File: src/design/dst_pkg.sv
// Shared types, constants and functions for the DST stitch stream decoder.
// Used by dst_rec_dec and dst_stitch_stream_decoder; depends on nothing else.
package dst_pkg;

  // Geometry of the file: header length and width of the position fields.
  localparam int unsigned HEADER_BYTES = 512;
  localparam int unsigned POS_WIDTH    = 24;
  localparam int unsigned LAYER_WIDTH  = 16;
  localparam int unsigned MAGIC_LEN    = 3;

  // The byte counter saturates at the end of the first record.
  localparam int unsigned FIRST_REC_END = HEADER_BYTES + 3;
  localparam int unsigned CNT_WIDTH     = $clog2(FIRST_REC_END + 1);

  // A record moves at most 121 steps per axis, which fits in 8 signed bits.
  localparam int unsigned DELTA_WIDTH = 8;

  // Flag masks tested on the third record byte, in priority order.
  localparam logic [7:0] MASK_END    = 8'hF3;
  localparam logic [7:0] MASK_COLOR  = 8'hC3;
  localparam logic [7:0] MASK_JUMP   = 8'h83;
  localparam logic [7:0] MASK_STITCH = 8'h03;

  // Expected first bytes of the file: "LA:".
  localparam logic [7:0] MAGIC [MAGIC_LEN] = '{8'h4C, 8'h41, 8'h3A};

  typedef enum logic [3:0] {
    KIND_STITCH     = 4'd0,
    KIND_START      = 4'd1,
    KIND_JUMP       = 4'd2,
    KIND_COLOR      = 4'd3,
    KIND_END        = 4'd4,
    KIND_BAD_END    = 4'd5,
    KIND_UNKNOWN    = 4'd6,
    KIND_BAD_HEADER = 4'd7,
    KIND_TOO_SHORT  = 4'd8
  } kind_e;

  // Stream mode, one-hot.
  typedef enum logic [2:0] {
    MODE_HEADER  = 3'b001,
    MODE_RECORDS = 3'b010,
    MODE_DONE    = 3'b100
  } mode_e;

  // Decoded view of one complete record.
  typedef struct packed {
    kind_e                          kind;
    logic signed [DELTA_WIDTH-1:0]  dx;
    logic signed [DELTA_WIDTH-1:0]  dy;
  } rec_t;

  // One balanced-ternary digit: +w when pos is set, -w when neg is set.
  function automatic logic signed [DELTA_WIDTH-1:0] trit(
    input logic pos,
    input logic neg,
    input logic signed [DELTA_WIDTH-1:0] w
  );
    logic signed [DELTA_WIDTH-1:0] r;
    r = '0;
    if (pos) r = r + w;
    if (neg) r = r - w;
    return r;
  endfunction

endpackage

File: src/design/dst_rec_dec.sv
// Combinational decoder for one 3-byte DST record: deltas and record kind.
// Depends on dst_pkg for the record struct, kinds, masks and trit().
module dst_rec_dec import dst_pkg::*; (
  input  logic [7:0] b0_i,
  input  logic [7:0] b1_i,
  input  logic [7:0] b2_i,
  input  logic       stroke_pending_i,
  output rec_t       rec_o
);

  // Sum the ternary digits of each axis, then classify the record; the first
  // matching flag pattern wins.
  always_comb begin
    rec_o.dx = trit(b0_i[0], b0_i[1], 8'sd1)  + trit(b0_i[2], b0_i[3], 8'sd9)
             + trit(b1_i[0], b1_i[1], 8'sd3)  + trit(b1_i[2], b1_i[3], 8'sd27)
             + trit(b2_i[2], b2_i[3], 8'sd81);
    rec_o.dy = trit(b0_i[7], b0_i[6], 8'sd1)  + trit(b0_i[5], b0_i[4], 8'sd9)
             + trit(b1_i[7], b1_i[6], 8'sd3)  + trit(b1_i[5], b1_i[4], 8'sd27)
             + trit(b2_i[5], b2_i[4], 8'sd81);

    priority if ((b2_i & MASK_END) == MASK_END) begin
      rec_o.kind = (b0_i == 8'h00 && b1_i == 8'h00) ? KIND_END : KIND_BAD_END;
    end else if ((b2_i & MASK_COLOR) == MASK_COLOR) begin
      rec_o.kind = KIND_COLOR;
    end else if ((b2_i & MASK_JUMP) == MASK_JUMP) begin
      rec_o.kind = KIND_JUMP;
    end else if ((b2_i & MASK_STITCH) == MASK_STITCH) begin
      rec_o.kind = stroke_pending_i ? KIND_START : KIND_STITCH;
    end else begin
      rec_o.kind = KIND_UNKNOWN;
    end
  end

endmodule

File: src/design/dst_stitch_stream_decoder.sv
// Top level of the DST stitch stream decoder: stream state and result register.
// Depends on dst_pkg and on dst_rec_dec for record decoding.
//
// Usage: the file is fed one byte per request on the input channel
// (file_byte_i, last_byte_i, in_valid_i / in_stall_o). last_byte_i marks the
// final byte of a file; after that byte the stream state returns to its
// reset values and the next request starts a new file.
// Every complete 3-byte record after the header, until decoding ends, gives
// one result request on the output channel (kind_o, pos_x_o, pos_y_o,
// layer_o, out_valid_o / out_stall_i). A bad header or a file that ends too
// early gives one error request instead.
// Throughput is one byte per cycle while the input is not stalled. The whole
// update of a byte is done in the accepting cycle, and its result sits in the
// output register from the next cycle on.
// When the receiver stalls, the result register holds its request and the
// input channel stalls only while that register is full and stalled; a byte
// arriving in the cycle the result is taken is accepted.
// Reset clears the stream state, sets start_layer to 0 and empties the
// result register. start_layer is written through cfg_we_i / cfg_wdata_i;
// the user is to write it between files, which the block does not enforce. A
// write also loads the current layer when no byte of the file has arrived yet.
module dst_stitch_stream_decoder import dst_pkg::*; (
  input  logic                          clk_i,
  input  logic                          rst_ni,
  // Configuration
  input  logic                          cfg_we_i,
  input  logic [LAYER_WIDTH-1:0]        cfg_wdata_i,
  // Input channel
  input  logic                          in_valid_i,
  output logic                          in_stall_o,
  input  logic [7:0]                    file_byte_i,
  input  logic                          last_byte_i,
  // Output channel
  output logic                          out_valid_o,
  input  logic                          out_stall_i,
  output logic [3:0]                    kind_o,
  output logic signed [POS_WIDTH-1:0]   pos_x_o,
  output logic signed [POS_WIDTH-1:0]   pos_y_o,
  output logic [LAYER_WIDTH-1:0]        layer_o
);

  localparam logic [CNT_WIDTH-1:0] CntFirstRecEnd = CNT_WIDTH'(FIRST_REC_END);
  localparam logic [CNT_WIDTH-1:0] CntHeader      = CNT_WIDTH'(HEADER_BYTES);
  localparam logic [CNT_WIDTH-1:0] CntMagic       = CNT_WIDTH'(MAGIC_LEN);
  localparam logic signed [POS_WIDTH-1:0] PosMax  = {1'b0, {(POS_WIDTH-1){1'b1}}};
  localparam logic signed [POS_WIDTH-1:0] PosMin  = {1'b1, {(POS_WIDTH-1){1'b0}}};

  // Stream state.
  logic [LAYER_WIDTH-1:0]       start_layer_q;
  logic [CNT_WIDTH-1:0]         cnt_q, cnt_d;
  logic [7:0]                   rec_b0_q, rec_b0_d;
  logic [7:0]                   rec_b1_q, rec_b1_d;
  logic [1:0]                   phase_q, phase_d;
  logic                         hdr_bad_q, hdr_bad_d;
  logic signed [POS_WIDTH-1:0]  acc_x_q, acc_x_d;
  logic signed [POS_WIDTH-1:0]  acc_y_q, acc_y_d;
  logic [LAYER_WIDTH-1:0]       layer_q, layer_d;
  logic                         stroke_q, stroke_d;
  mode_e                        mode_q, mode_d;

  // Result register.
  logic                         out_valid_q;
  kind_e                        out_kind_q;
  logic signed [POS_WIDTH-1:0]  out_x_q;
  logic signed [POS_WIDTH-1:0]  out_y_q;
  logic [LAYER_WIDTH-1:0]       out_layer_q;

  logic                         in_accept;
  logic                         emit;
  kind_e                        emit_kind;
  rec_t                         rec;
  logic signed [POS_WIDTH:0]    sum_x, sum_y;
  logic signed [POS_WIDTH-1:0]  sat_x, sat_y;

  // The input stalls only while a finished result waits and is stalled.
  assign in_stall_o = out_valid_q & out_stall_i;
  assign in_accept  = in_valid_i & ~in_stall_o;

  // Decode the record formed by the two stored bytes and the incoming one.
  dst_rec_dec u_rec_dec (
    .b0_i             (rec_b0_q),
    .b1_i             (rec_b1_q),
    .b2_i             (file_byte_i),
    .stroke_pending_i (stroke_q),
    .rec_o            (rec)
  );

  // Saturating position update.
  always_comb begin
    sum_x = {acc_x_q[POS_WIDTH-1], acc_x_q}
          + {{(POS_WIDTH+1-DELTA_WIDTH){rec.dx[DELTA_WIDTH-1]}}, rec.dx};
    sum_y = {acc_y_q[POS_WIDTH-1], acc_y_q}
          + {{(POS_WIDTH+1-DELTA_WIDTH){rec.dy[DELTA_WIDTH-1]}}, rec.dy};
    if (sum_x[POS_WIDTH] != sum_x[POS_WIDTH-1]) begin
      sat_x = sum_x[POS_WIDTH] ? PosMin : PosMax;
    end else begin
      sat_x = sum_x[POS_WIDTH-1:0];
    end
    if (sum_y[POS_WIDTH] != sum_y[POS_WIDTH-1]) begin
      sat_y = sum_y[POS_WIDTH] ? PosMin : PosMax;
    end else begin
      sat_y = sum_y[POS_WIDTH-1:0];
    end
  end

  // Next stream state and result for the byte being accepted.
  always_comb begin
    cnt_d     = cnt_q;
    rec_b0_d  = rec_b0_q;
    rec_b1_d  = rec_b1_q;
    phase_d   = phase_q;
    hdr_bad_d = hdr_bad_q;
    acc_x_d   = acc_x_q;
    acc_y_d   = acc_y_q;
    layer_d   = layer_q;
    stroke_d  = stroke_q;
    mode_d    = mode_q;
    emit      = 1'b0;
    emit_kind = KIND_UNKNOWN;

    unique case (mode_q)
      MODE_HEADER: begin
        if (cnt_q < CntMagic && file_byte_i != MAGIC[cnt_q[1:0]]) begin
          hdr_bad_d = 1'b1;
        end
        cnt_d = cnt_q + 1'b1;
        if (cnt_d >= CntHeader) begin
          mode_d = MODE_RECORDS;
        end
      end
      MODE_RECORDS: begin
        if (cnt_q < CntFirstRecEnd) begin
          cnt_d = cnt_q + 1'b1;
        end
        unique case (phase_q)
          2'd0: begin
            rec_b0_d = file_byte_i;
            phase_d  = 2'd1;
          end
          2'd1: begin
            rec_b1_d = file_byte_i;
            phase_d  = 2'd2;
          end
          default: begin
            phase_d = 2'd0;
            emit    = 1'b1;
            if (hdr_bad_q) begin
              mode_d    = MODE_DONE;
              emit_kind = KIND_BAD_HEADER;
            end else begin
              acc_x_d   = sat_x;
              acc_y_d   = sat_y;
              emit_kind = rec.kind;
              unique case (rec.kind)
                KIND_END, KIND_BAD_END: mode_d   = MODE_DONE;
                KIND_COLOR:             layer_d  = layer_q + 1'b1;
                KIND_JUMP:              stroke_d = 1'b1;
                KIND_START:             stroke_d = 1'b0;
                default: ;
              endcase
            end
          end
        endcase
      end
      default: ;
    endcase

    // A file that ends before its first record is complete.
    if (last_byte_i && !emit && cnt_d < CntFirstRecEnd) begin
      emit      = 1'b1;
      emit_kind = KIND_TOO_SHORT;
    end
  end

  // Stream state registers.
  always_ff @(posedge clk_i or negedge rst_ni) begin
    if (!rst_ni) begin
      start_layer_q <= '0;
      cnt_q         <= '0;
      rec_b0_q      <= '0;
      rec_b1_q      <= '0;
      phase_q       <= '0;
      hdr_bad_q     <= 1'b0;
      acc_x_q       <= '0;
      acc_y_q       <= '0;
      layer_q       <= '0;
      stroke_q      <= 1'b1;
      mode_q        <= MODE_HEADER;
    end else if (in_accept) begin
      if (last_byte_i) begin
        cnt_q     <= '0;
        rec_b0_q  <= '0;
        rec_b1_q  <= '0;
        phase_q   <= '0;
        hdr_bad_q <= 1'b0;
        acc_x_q   <= '0;
        acc_y_q   <= '0;
        layer_q   <= start_layer_q;
        stroke_q  <= 1'b1;
        mode_q    <= MODE_HEADER;
      end else begin
        cnt_q     <= cnt_d;
        rec_b0_q  <= rec_b0_d;
        rec_b1_q  <= rec_b1_d;
        phase_q   <= phase_d;
        hdr_bad_q <= hdr_bad_d;
        acc_x_q   <= acc_x_d;
        acc_y_q   <= acc_y_d;
        layer_q   <= layer_d;
        stroke_q  <= stroke_d;
        mode_q    <= mode_d;
      end
    end else if (cfg_we_i) begin
      start_layer_q <= cfg_wdata_i;
      if (cnt_q == '0 && mode_q == MODE_HEADER) begin
        layer_q <= cfg_wdata_i;
      end
    end
  end

  // Result register valid flag.
  always_ff @(posedge clk_i or negedge rst_ni) begin
    if (!rst_ni) begin
      out_valid_q <= 1'b0;
    end else if (in_accept && emit) begin
      out_valid_q <= 1'b1;
    end else if (!out_stall_i) begin
      out_valid_q <= 1'b0;
    end
  end

  // Result payload, loaded with the state after the byte.
  always_ff @(posedge clk_i) begin
    if (in_accept && emit) begin
      out_kind_q  <= emit_kind;
      out_x_q     <= acc_x_d;
      out_y_q     <= acc_y_d;
      out_layer_q <= layer_d;
    end
  end

  assign out_valid_o = out_valid_q;
  assign kind_o      = out_kind_q;
  assign pos_x_o     = out_x_q;
  assign pos_y_o     = out_y_q;
  assign layer_o     = out_layer_q;

  // Record assembly only runs once the header has been skipped.
  assert property (@(posedge clk_i) disable iff (!rst_ni)
    mode_q == MODE_HEADER |-> phase_q == 2'd0 && cnt_q < CntHeader)
    else $error("record phase advanced or count overran inside the header");

  // The byte counter never passes the end of the first record.
  assert property (@(posedge clk_i) disable iff (!rst_ni)
    cnt_q <= CntFirstRecEnd && phase_q != 2'd3)
    else $error("byte counter or record phase out of range");

  // Decoding ends only after the first record has completed.
  assert property (@(posedge clk_i) disable iff (!rst_ni)
    mode_q == MODE_DONE |-> cnt_q == CntFirstRecEnd)
    else $error("decoding ended before the first record");

  // A stroke-starting stitch clears the pending stroke for the next stitch.
  assert property (@(posedge clk_i) disable iff (!rst_ni)
    in_accept && emit && emit_kind == KIND_START && !last_byte_i |=> !stroke_q)
    else $error("stroke start not cleared after a starting stitch");

  // A new result is only loaded when the result register can take it.
  assert property (@(posedge clk_i) disable iff (!rst_ni)
    in_accept && emit |=> out_valid_q)
    else $error("emitted result was lost");

endmodule

File: config.mk
export PLATFORM = sky130hd
export DESIGN_NAME = dst_stitch_stream_decoder
export DESIGN_NICKNAME = d
export VERILOG_FILES = /design/src/design/dst_pkg.sv /design/src/design/dst_rec_dec.sv /design/src/design/dst_stitch_stream_decoder.sv
export SDC_FILE = /design/constraint.sdc
export NUM_CORES = 1
export LEC_CHECK = 0
export ABC_CLOCK_PERIOD_IN_PS = 9900
export BUFFER_PORTS_ARGS = -buffer_cell sky130_fd_sc_hd__buf_4
export CAP_MARGIN = 10
export CORE_MARGIN = 2
export CORE_UTILIZATION = 40
export DETAILED_ROUTE_END_ITERATION = 16
export MAX_ROUTING_LAYER = met4
export PLACE_DENSITY_LB_ADDON = 0.05
export SYNTH_ARGS = -nofsm -noshare
export SYNTH_HDL_FRONTEND = slang
export SYNTH_SLANG_ARGS = --single-unit
File: constraint.sdc
create_clock -name clk_i -period 9.9 [get_ports clk_i]
set_input_delay 0.99 -clock clk_i [delete_from_list [all_inputs] [get_ports clk_i]]
set_output_delay 0.99 -clock clk_i [all_outputs]
set_load 0.005 [all_outputs]
==> results_dict.tcl, run 1 <==
set metrics [dict create \
    fin_crit_sh_pct 81.0 \
    cts-htree-levels 4 \
    cts-resized-gates 0 \
    antenna_found_initial 0 \
    port_buffers 99 \
    dp_hpwl_um 22800 \
    crit_path_end_kind "flip-flop" \
    vdd_drop_max_uv 199 \
    insertion_delay_ps 440 \
    syn_inst 1400 \
    synth_area_leader_cell "dfrtp_1" \
    path_max_fanout 10 \
    mostFrequentLayoutCells "nand2_1 (170), o21ai_0 (161), inv_1 (123)" \
    rsz0062_at_grt "false" \
    die_area_um2 33500 \
    r2r-start "rec_b1_q[7]$_DFFE_PN0P_" \
    clock_sinks 182 \
    power.density_nw_per_um2 320 \
    chipWidth_um 183 \
    ys_warn_count 0 \
    cp.required_ps 10230 \
    r2r_end "acc_y_q[1]$_DFFE_PN0P_" \
    grt-ovfl-total 0 \
    p_leak_nw 6.51 \
    grt_max_degree 67 \
    gp_congestion 0.862 \
    clock_skew_ps 17.4 \
    cts_root_buf "clkbuf_16" \
    via_count 10100 \
    min_to "start_layer_q[8]$_DFFE_PN0P_" \
    grt_pass1_wl_um 52600 \
    synth_nets 1568 \
    maxCapViolCount 0 \
    slew_headroom_pct 22.0 \
    min_path_cells 1 \
    drtIter0Drc 578 \
    max_clock_freq_mhz 125 \
    setup_slack_ps 1880 \
    hp-class "reg -> reg" \
    drive_gt1_share_pct 12.1 \
    chipHeight_um 183 \
    grt_pass1_vias 9778 \
    tightest_slew_ps 1170 \
    fin_area_um2 14500 \
    postPlaceCellArea_um2 14000 \
    hp-start "start_layer_q[8]$_DFFE_PN0P_" \
    dr.pass1.iters 5 \
    syn_to_final_growth_pct 13.4 \
    nNetsFinal 1647 \
    syn_avg_cell_area_um2 9.15 \
    ant_nets 0 \
    finalHoldViolCount 0 \
    rows 65 \
    setup-violations-final 0 \
    ys_ff_latch 182 \
    synth.yosys.seq_area_share_pct 38.2 \
    fin_util_pct 46.0 \
    synth-edff-count 68 \
    synth_cell_types 74 \
    cts.clk_slew.worst_paths_ps 70 \
    synth_ff_type "dfrtp_1" \
    synth.area.top_cells "dfrtp_1 (22%), edfxtp_1 (16%), ha_1 (10%)" \
    numCtsBuffers 17 \
    drt-total-wl_um 32300 \
    critPathKind "in -> reg" \
    wire_per_inst_um 17.0 \
    critical_path_arrival_ps 8350 \
    r2r_cells 27 \
    cts_setup_buffers 0 \
    tns_ps 0 \
    total_power_mw 4.65 \
    drv_slew 0 \
    tritoncts "built" \
    diodes 0 \
    cts_hold_buf 0 \
    min_period_ps 8020 \
    pre_cts_ws_ps 1330 \
    status "completed" \
    syn_area_um2 12800 \
    viasPerCell 5.33 \
    r2r_slack_ps 2140 \
    route.detailed.drc 0 \
    start_util_pct 40.6 \
    core_um2 31600 \
    final_common_cell "nand2_1" \
    grt_usage_pct 20.4 \
    clock_path_buffers 2 \
    pin_count 100 \
    ys_async_sr_fraction_pct 62.6 \
    start_kind "primary input" \
    synth_top_area_share_pct 21.9 \
]
## layout make-up
cell class / instances / area [um2]
fillers: 3121 / 17000
multi-input cells: 1041 / 7250
flip-flops and latches: 182 / 4900
repair buffers: 114 / 856
well taps: 402 / 503
inverters: 123 / 462
clock buffers: 19 / 433
clock inverters: 13 / 123
## where the power goes
group / total (mW) / internal (mW) / switching (mW)
clock: 0.669 / 0.350 / 0.319
combinational: 3.06 / 1.18 / 1.88
sequential: 0.924 / 0.859 / 0.0651
## through the flow
| step | hold WS, ps | instances |
|---|---|---|
| 5_1_grt | 511 | 1894 |
| 2_1_floorplan | 468 | 1400 |
| 3_5_place_dp | 484 | 1862 |
| 3_3_place_gp | 478 | 1862 |
| 4_1_cts | 500 | 1894 |
| 6_report | 500 | 1894 |
## per-layer routing
metal  track usage (%)  part of all wire, %
met5                 -                    0
met4              4.58                  1.1
met3              2.78                  3.1
met2              32.1                   46
met1              28.2                   50
## cells by family after synthesis
group	Yosys count	synth area share (%)
multiplexers	29	2.48
AND/OR/NAND/NOR	390	13.9
XOR/XNOR	78	5.33
flip-flops	182	38.2
AO/OA/AOI/OAI	405	19.2
buffers and inverters	177	5.33
adder cells (fa/ha/maj)	139	15.6
## synthesized netlist by cell type (11+ instances only)
library cell,number
nand2b_1,19
inv_1,123
nor3_1,20
a21oi_1,99
xor2_1,27
nand3_1,16
o211ai_1,12
nor2_1,94
a22o_1,13
clkbuf_1,49
and3_1,11
fa_1,34
xnor2_1,51
dfrtp_1,112
mux2_2,18
o21ai_0,161
a21o_1,28
edfxtp_1,68
ha_1,104
nand2_1,170
## sequential cells by signal, indices dropped and copies added, names as in the netlist, 2 cells and up
signal         flops
phase_q            2
start_layer_q     16
rec_b1_q           8
acc_y_q           24
layer_o           16
cnt_q             10
pos_y_o           24
acc_x_q           24
layer_q           16
rec_b0_q           8
pos_x_o           24
mode_q             3
kind_o             4
## critical path, cell delays in order
cell and delay (ps):
buf_4 120, inv_1 80, ha_1 230, inv_1 80
fa_1 570, inv_1 90, fa_1 530, inv_1 50
fa_1 500, fa_1 470, inv_1 70, a21oi_1 60
o21bai_1 190, a21o_1 150, a21oi_1 70, xnor2_1 770
buf_4 320, ha_1 290, a21oi_1 220, o21ai_0 120
a21oi_1 150, o21ai_0 130, or3_1 350, a21o_1 270
o21ai_0 920, buf_4 310, a21oi_1 50, a21o_1 150
## worst max path at each step
| stage | cells after the start | from | end |
|---|---|---|---|
| floorplan | 27 | file_byte_i[5] | pos_y_o[8]$_DFFE_PP_ |
| global placement | 28 | file_byte_i[5] | acc_y_q[1]$_DFFE_PN0P_ |
| detailed placement | 28 | file_byte_i[5] | acc_y_q[1]$_DFFE_PN0P_ |
| CTS | 28 | file_byte_i[5] | acc_y_q[1]$_DFFE_PN0P_ |
| global route | 28 | file_byte_i[5] | acc_y_q[1]$_DFFE_PN0P_ |
| finish | 28 | file_byte_i[5] | acc_y_q[1]$_DFFE_PN0P_ |
No activity file was read; power rests on OpenSTA's default activity.
==> run 2, diff against run 1 <==
- ABC_AREA: unset -> 1
- ABC_CLOCK_PERIOD_IN_PS: 9900 -> 8330
- clock period: 9.9 -> 8.33 ns (I/O delays scaled with it)
==> run 2 against run 1 <==
Against the previous run:
- setup slack lost 330 ps
- utilization shrank 0.073 points
- global-route usage increased by 0.91 points
- via count grew 7.8%
- synthesized area grew 3.6%
- sequential share of layout area fell by 1.0 points
- wire length rose by 5.0%
- worst hold slack got worse by 67 ps
- die area increased by 3.5%
- register-to-register slack got worse by 480 ps
==> results_dict.tcl, run 2 <==
set metrics [dict create \
    clock_sinks 182 \
    drive_gt1_share_pct 10.3 \
    insertion_delay_ps 460 \
    grt_pass1_vias 10900 \
    syn_inst 1677 \
    crit_path_end_kind "flip-flop" \
    ant_nets 0 \
    port_buffers 99 \
    start_kind "primary input" \
    chipWidth_um 186 \
    cts.clk_slew.worst_paths_ps 70 \
    grt_usage_pct 21.3 \
    tns_ps 0 \
    critical_path_arrival_ps 7160 \
    critical-path-slowest-cell "fa_1" \
    synth_ff_type "dfrtp_1" \
    fillCellCount 3348 \
    pin_count 100 \
    syn_avg_cell_area_um2 7.91 \
    grt_max_degree 66 \
    timing.hold.ws_ps 433 \
    synth-edff-count 68 \
    nNetsFinal 1928 \
    diodes 0 \
    syn_to_final_growth_pct 13.0 \
    yosysMostFrequentCell "nand2_1" \
    hp-class "in -> async" \
    cts_root_buf "clkbuf_16" \
    syn_area_um2 13300 \
    ys_ff_latch 182 \
    ys_warn_count 0 \
    route.detailed.drc 0 \
    cts_setup_buffers 0 \
    cp.required_ps 8720 \
    cts_hold_buf 0 \
    tightest_slew_ps 1020 \
    final_common_cell "nand2_1" \
    fin_crit_sh_pct 81.3 \
    cts-htree-levels 4 \
    clock_skew_ps 13.6 \
    finalHoldViolCount 0 \
    synth_top_area_share_pct 21.1 \
    final_cells 2215 \
    slew_headroom_pct 31.5 \
    dr.pass1.iters 5 \
    die_area_um2 34600 \
    maxCapViolCount 0 \
    drt-total-wl_um 33900 \
    via_count 10900 \
    setup-violations-final 0 \
    ys_async_sr_fraction_pct 62.6 \
    min_period_ps 6770 \
    path_max_fanout 22 \
    max_clock_freq_mhz 148 \
    ff_latch_area_um2 4900 \
    synth_cell_types 48 \
    synth.yosys.seq_area_share_pct 36.9 \
    grt_pass1_wl_um 56000 \
    ys_top_cells_by_count "nand2_1 (546), inv_1 (210), dfrtp_1 (112), ha_1 (104), nor2_1 (92)" \
    synth_area_leader_cell "dfrtp_1" \
    start_util_pct 40.7 \
    cts-resized-gates 0 \
    slowest_delay_ps 580 \
    wire_per_inst_um 15.3 \
    mostFrequentLayoutCells "nand2_1 (545), inv_1 (209), dfrtp_1 (112)" \
    core_um2 32600 \
    antenna_found_initial 0 \
    rows 66 \
    multi_input_area_um2 7360 \
    gp_congestion 0.882 \
    synth_nets 1845 \
    critPathKind "in -> reg" \
    clock_path_buffers 2 \
    viasPerCell 4.91 \
    numCtsBuffers 17 \
    rsz0062_at_grt "false" \
    status "completed" \
    drtIter0Drc 559 \
    tritoncts "built" \
    synth.area.top_cells "dfrtp_1 (21%), nand2_1 (15%), edfxtp_1 (15%)" \
    dp_hpwl_um 24900 \
    drv_slew 0 \
    path_common_cell "nand2_1" \
    chipHeight_um 186 \
    grt-ovfl-total 0 \
    dp_cells 2183 \
]
==> run 2: cell families after synthesis <==
kind of cell             share of synthesized area [%]
AND/OR/NAND/NOR                                   25.1
buffers and inverters                             7.64
AO/OA/AOI/OAI                                     9.23
flip-flops                                        36.9
adder cells (fa/ha/maj)                           14.9
XOR/XNOR                                          5.02
multiplexers                                      1.10
==> run 2: layer usage <==
layer | track usage, % | up-vias | part of all wire (%)
met5 | - | - | 0
met4 | 4.69 | 0 | 1.1
met3 | 2.95 | 22 | 2.8
met2 | 34.6 | 126 | 47
met1 | 28.4 | 5120 | 50
li1 | - | 5609 | -
==> run 2: stage by stage <==
| step | instance area [um2] | utilization (%) | setup WS, ps |
|---|---|---|---|
| 2_1_floorplan | 13300 | - | 1840 |
| 3_3_place_gp | 14400 | 44.2 | 1120 |
| 3_5_place_dp | 14400 | 44.2 | 1080 |
| 4_1_cts | 15000 | 45.9 | 1560 |
| 5_1_grt | 15000 | 45.9 | 946 |
| 6_report | 15000 | 45.9 | 1560 |
==> run 2: worst max-delay path, delay by kind of cell <==
family	cells	cell delay (ps)
buffers and inverters	7	1080
AOI/OAI and AO/OA	7	1380
adders and majority gates	6	2610
and+or+nand+nor	8	1070
xor gates and xnor gates	1	160
==> run 2: path summary, 6_finish.rpt <==
kind	startpoint	end	slack (ps)	depth (start not counted)
setup / recovery	file_byte_i[5]	acc_y_q[1]$_DFFE_PN0P_	1560	29
max in group asynchronous	rst_ni	acc_y_q[12]$_DFFE_PN0P_	6560	2
hold reg to reg	start_layer_q[14]$_DFFE_PN0P_	start_layer_q[14]$_DFFE_PN0P_	500	2
setup reg to reg	rec_b1_q[7]$_DFFE_PN0P_	acc_y_q[1]$_DFFE_PN0P_	1660	28
hold / removal	rst_ni	acc_x_q[12]$_DFFE_PN0P_	430	1
min in group clk_i	start_layer_q[14]$_DFFE_PN0P_	start_layer_q[14]$_DFFE_PN0P_	500	2
==> run 2: final cells by class <==
cell class | count | area share [%]
Clock buffer | 19 | 2.96
Clock inverter | 13 | 0.810
Inverter | 214 | 5.37
Multi-Input combinational cell | 1238 | 49.1
Sequential cell | 182 | 32.7
Tap cell | 442 | 3.69
Timing Repair Buffer | 107 | 5.36
Power of run 2 is left out: the tool's default activity adds up to more than one toggle a clock period on the data nets, which glitch-free logic cannot reach.
==> run 3, diff against run 2 <==
- ABC_CLOCK_PERIOD_IN_PS: 8330 -> 5940
- clock period: 8.33 -> 5.94 ns (I/O delays scaled with it)
==> run 3 against run 2 <==
Against the previous run:
- register-to-register slack lost 1300 ps
- die area is the same
- first-iteration DRC count grew 13%
- critical path type is now reg -> reg
- highest routed layer unchanged
==> results_dict.tcl, run 3 (synthesized netlist as in run 2, its figures left out) <==
set metrics [dict create \
    cts_hold_buf 0 \
    pin_count 100 \
    via_count 11400 \
    fin_crit_sh_pct 94.2 \
    syn_to_final_growth_pct 23.5 \
    path_buf_inv 9 \
    start_kind "flip-flop" \
    grt-ovfl-total 0 \
    nNetsFinal 2052 \
    grt_busiest_layer "met2" \
    cp_top_family "adder cells" \
    clock_skew_ps 13.6 \
    drtIter0Drc 634 \
    antenna_found_initial 0 \
    grt_pass1_wl_um 56100 \
    slowest_delay_ps 530 \
    max_clock_freq_mhz 179 \
    dp_hpwl_um 25800 \
    mostFrequentLayoutCells "nand2_1 (544), buf_4 (220), inv_1 (207)" \
    route.detailed.drc 0 \
    clock_sinks 182 \
    gp_congestion 0.912 \
    maxCapViolCount 0 \
    core_um2 32600 \
    met2_usage_pct 33.5 \
    grt_max_degree 63 \
    grt_usage_pct 21.2 \
    clock_path_buffers 2 \
    setup-violations-final 0 \
    setup_slack_ps 347 \
    grt_pass1_vias 11000 \
    path_max_fanout 11 \
    hp-class "in -> async" \
    drive_gt1_share_pct 18.8 \
    rsz0062_at_grt "true" \
    die_area_um2 34600 \
    critical-path-slowest-cell "fa_1" \
    start_util_pct 40.7 \
    cts_root_buf "clkbuf_16" \
    rows 66 \
    viasPerCell 4.87 \
    critPathKind "reg -> reg" \
    cp.required_ps 6140 \
    finalHoldViolCount 0 \
    tightest_slew_ps 1020 \
    numCtsBuffers 17 \
    port_buffers 99 \
    timing.hold.ws_ps 186 \
    drt-total-wl_um 34700 \
    r2r_slack_ps 350 \
    insertion_delay_ps 460 \
    cts.clk_slew.worst_paths_ps 80 \
    tns_ps 0 \
    wire_per_inst_um 14.8 \
    chipWidth_um 186 \
    met3_usage_pct 2.86 \
    chipHeight_um 186 \
    path_common_cell "nand2_1" \
    slew_headroom_pct 31.8 \
    critical_path_arrival_ps 5790 \
    cts_setup_buffers 0 \
    diodes 0 \
    status "completed" \
    dr.pass1.iters 7 \
    drv_slew 0 \
    ant_nets 0 \
    tritoncts "built" \
    crit_path_end_kind "flip-flop" \
    min_period_ps 5590 \
    cts-htree-levels 4 \
    pre_cts_ws_ps -139 \
    final_common_cell "nand2_1" \
    grtUsageMet1_pct 28.9 \
]
run 3: changes by cell type in the layout (fill, tap and decap cells not counted), moves of 4 or more:
cell,before,now
buf_4,107,220
a21oi_1,79,61
a21oi_2,1,18
ha_1,104,88
ha_4,0,12
buf_12,0,9
o21ai_0,63,56
nor2_1,91,86
nor2_2,2,7
ha_2,0,4
o21ai_1,4,8
run 3: final cells by class:
class / instances / area [um2]
Fill cell: 3192 / 16200
Multi-Input combinational cell: 1238 / 7670
Sequential cell: 182 / 4900
Timing Repair Buffer: 231 / 1870
Inverter: 214 / 805
Tap cell: 442 / 553
Clock buffer: 19 / 454
Clock inverter: 13 / 134
run 3: stage by stage:
stage	util [%]	cell area (um2)	cells
2_1_floorplan	-	13300	1677
3_3_place_gp	47.4	15500	2306
3_5_place_dp	47.4	15500	2306
4_1_cts	49.2	16100	2338
5_1_grt	50.2	16400	2339
6_report	50.2	16400	2339
run 3: path summary, 6_finish.rpt:
path	start	endpoint	cells after the start
max	rec_b1_q[5]$_DFFE_PN0P_	pos_y_o[8]$_DFFE_PP_	30
min	rst_ni	acc_x_q[8]$_DFFE_PN0P_	1
max reg2reg	rec_b1_q[5]$_DFFE_PN0P_	pos_y_o[8]$_DFFE_PP_	30
min reg2reg	start_layer_q[6]$_DFFE_PN0P_	start_layer_q[6]$_DFFE_PN0P_	2
max in group asynchronous	rst_ni	cnt_q[8]$_DFFE_PN0P_	2
min in group clk_i	cfg_wdata_i[10]	start_layer_q[10]$_DFFE_PN0P_	2
run 3: layer usage:
metal,up-vias,share of wire (%)
met1,5300,50
met5,-,0
met2,181,46
met4,0,1.2
li1,5877,-
met3,30,3.1
run 3: repair_timing:
| action | CTS | global route |
|---|---|---|
| endpoints found under the setup margin | 0 | 96 |
| hold endpoints to repair | 0 | 0 |
| resized for setup | 0 | 61 |
Power of run 3 is left out for the same reason.
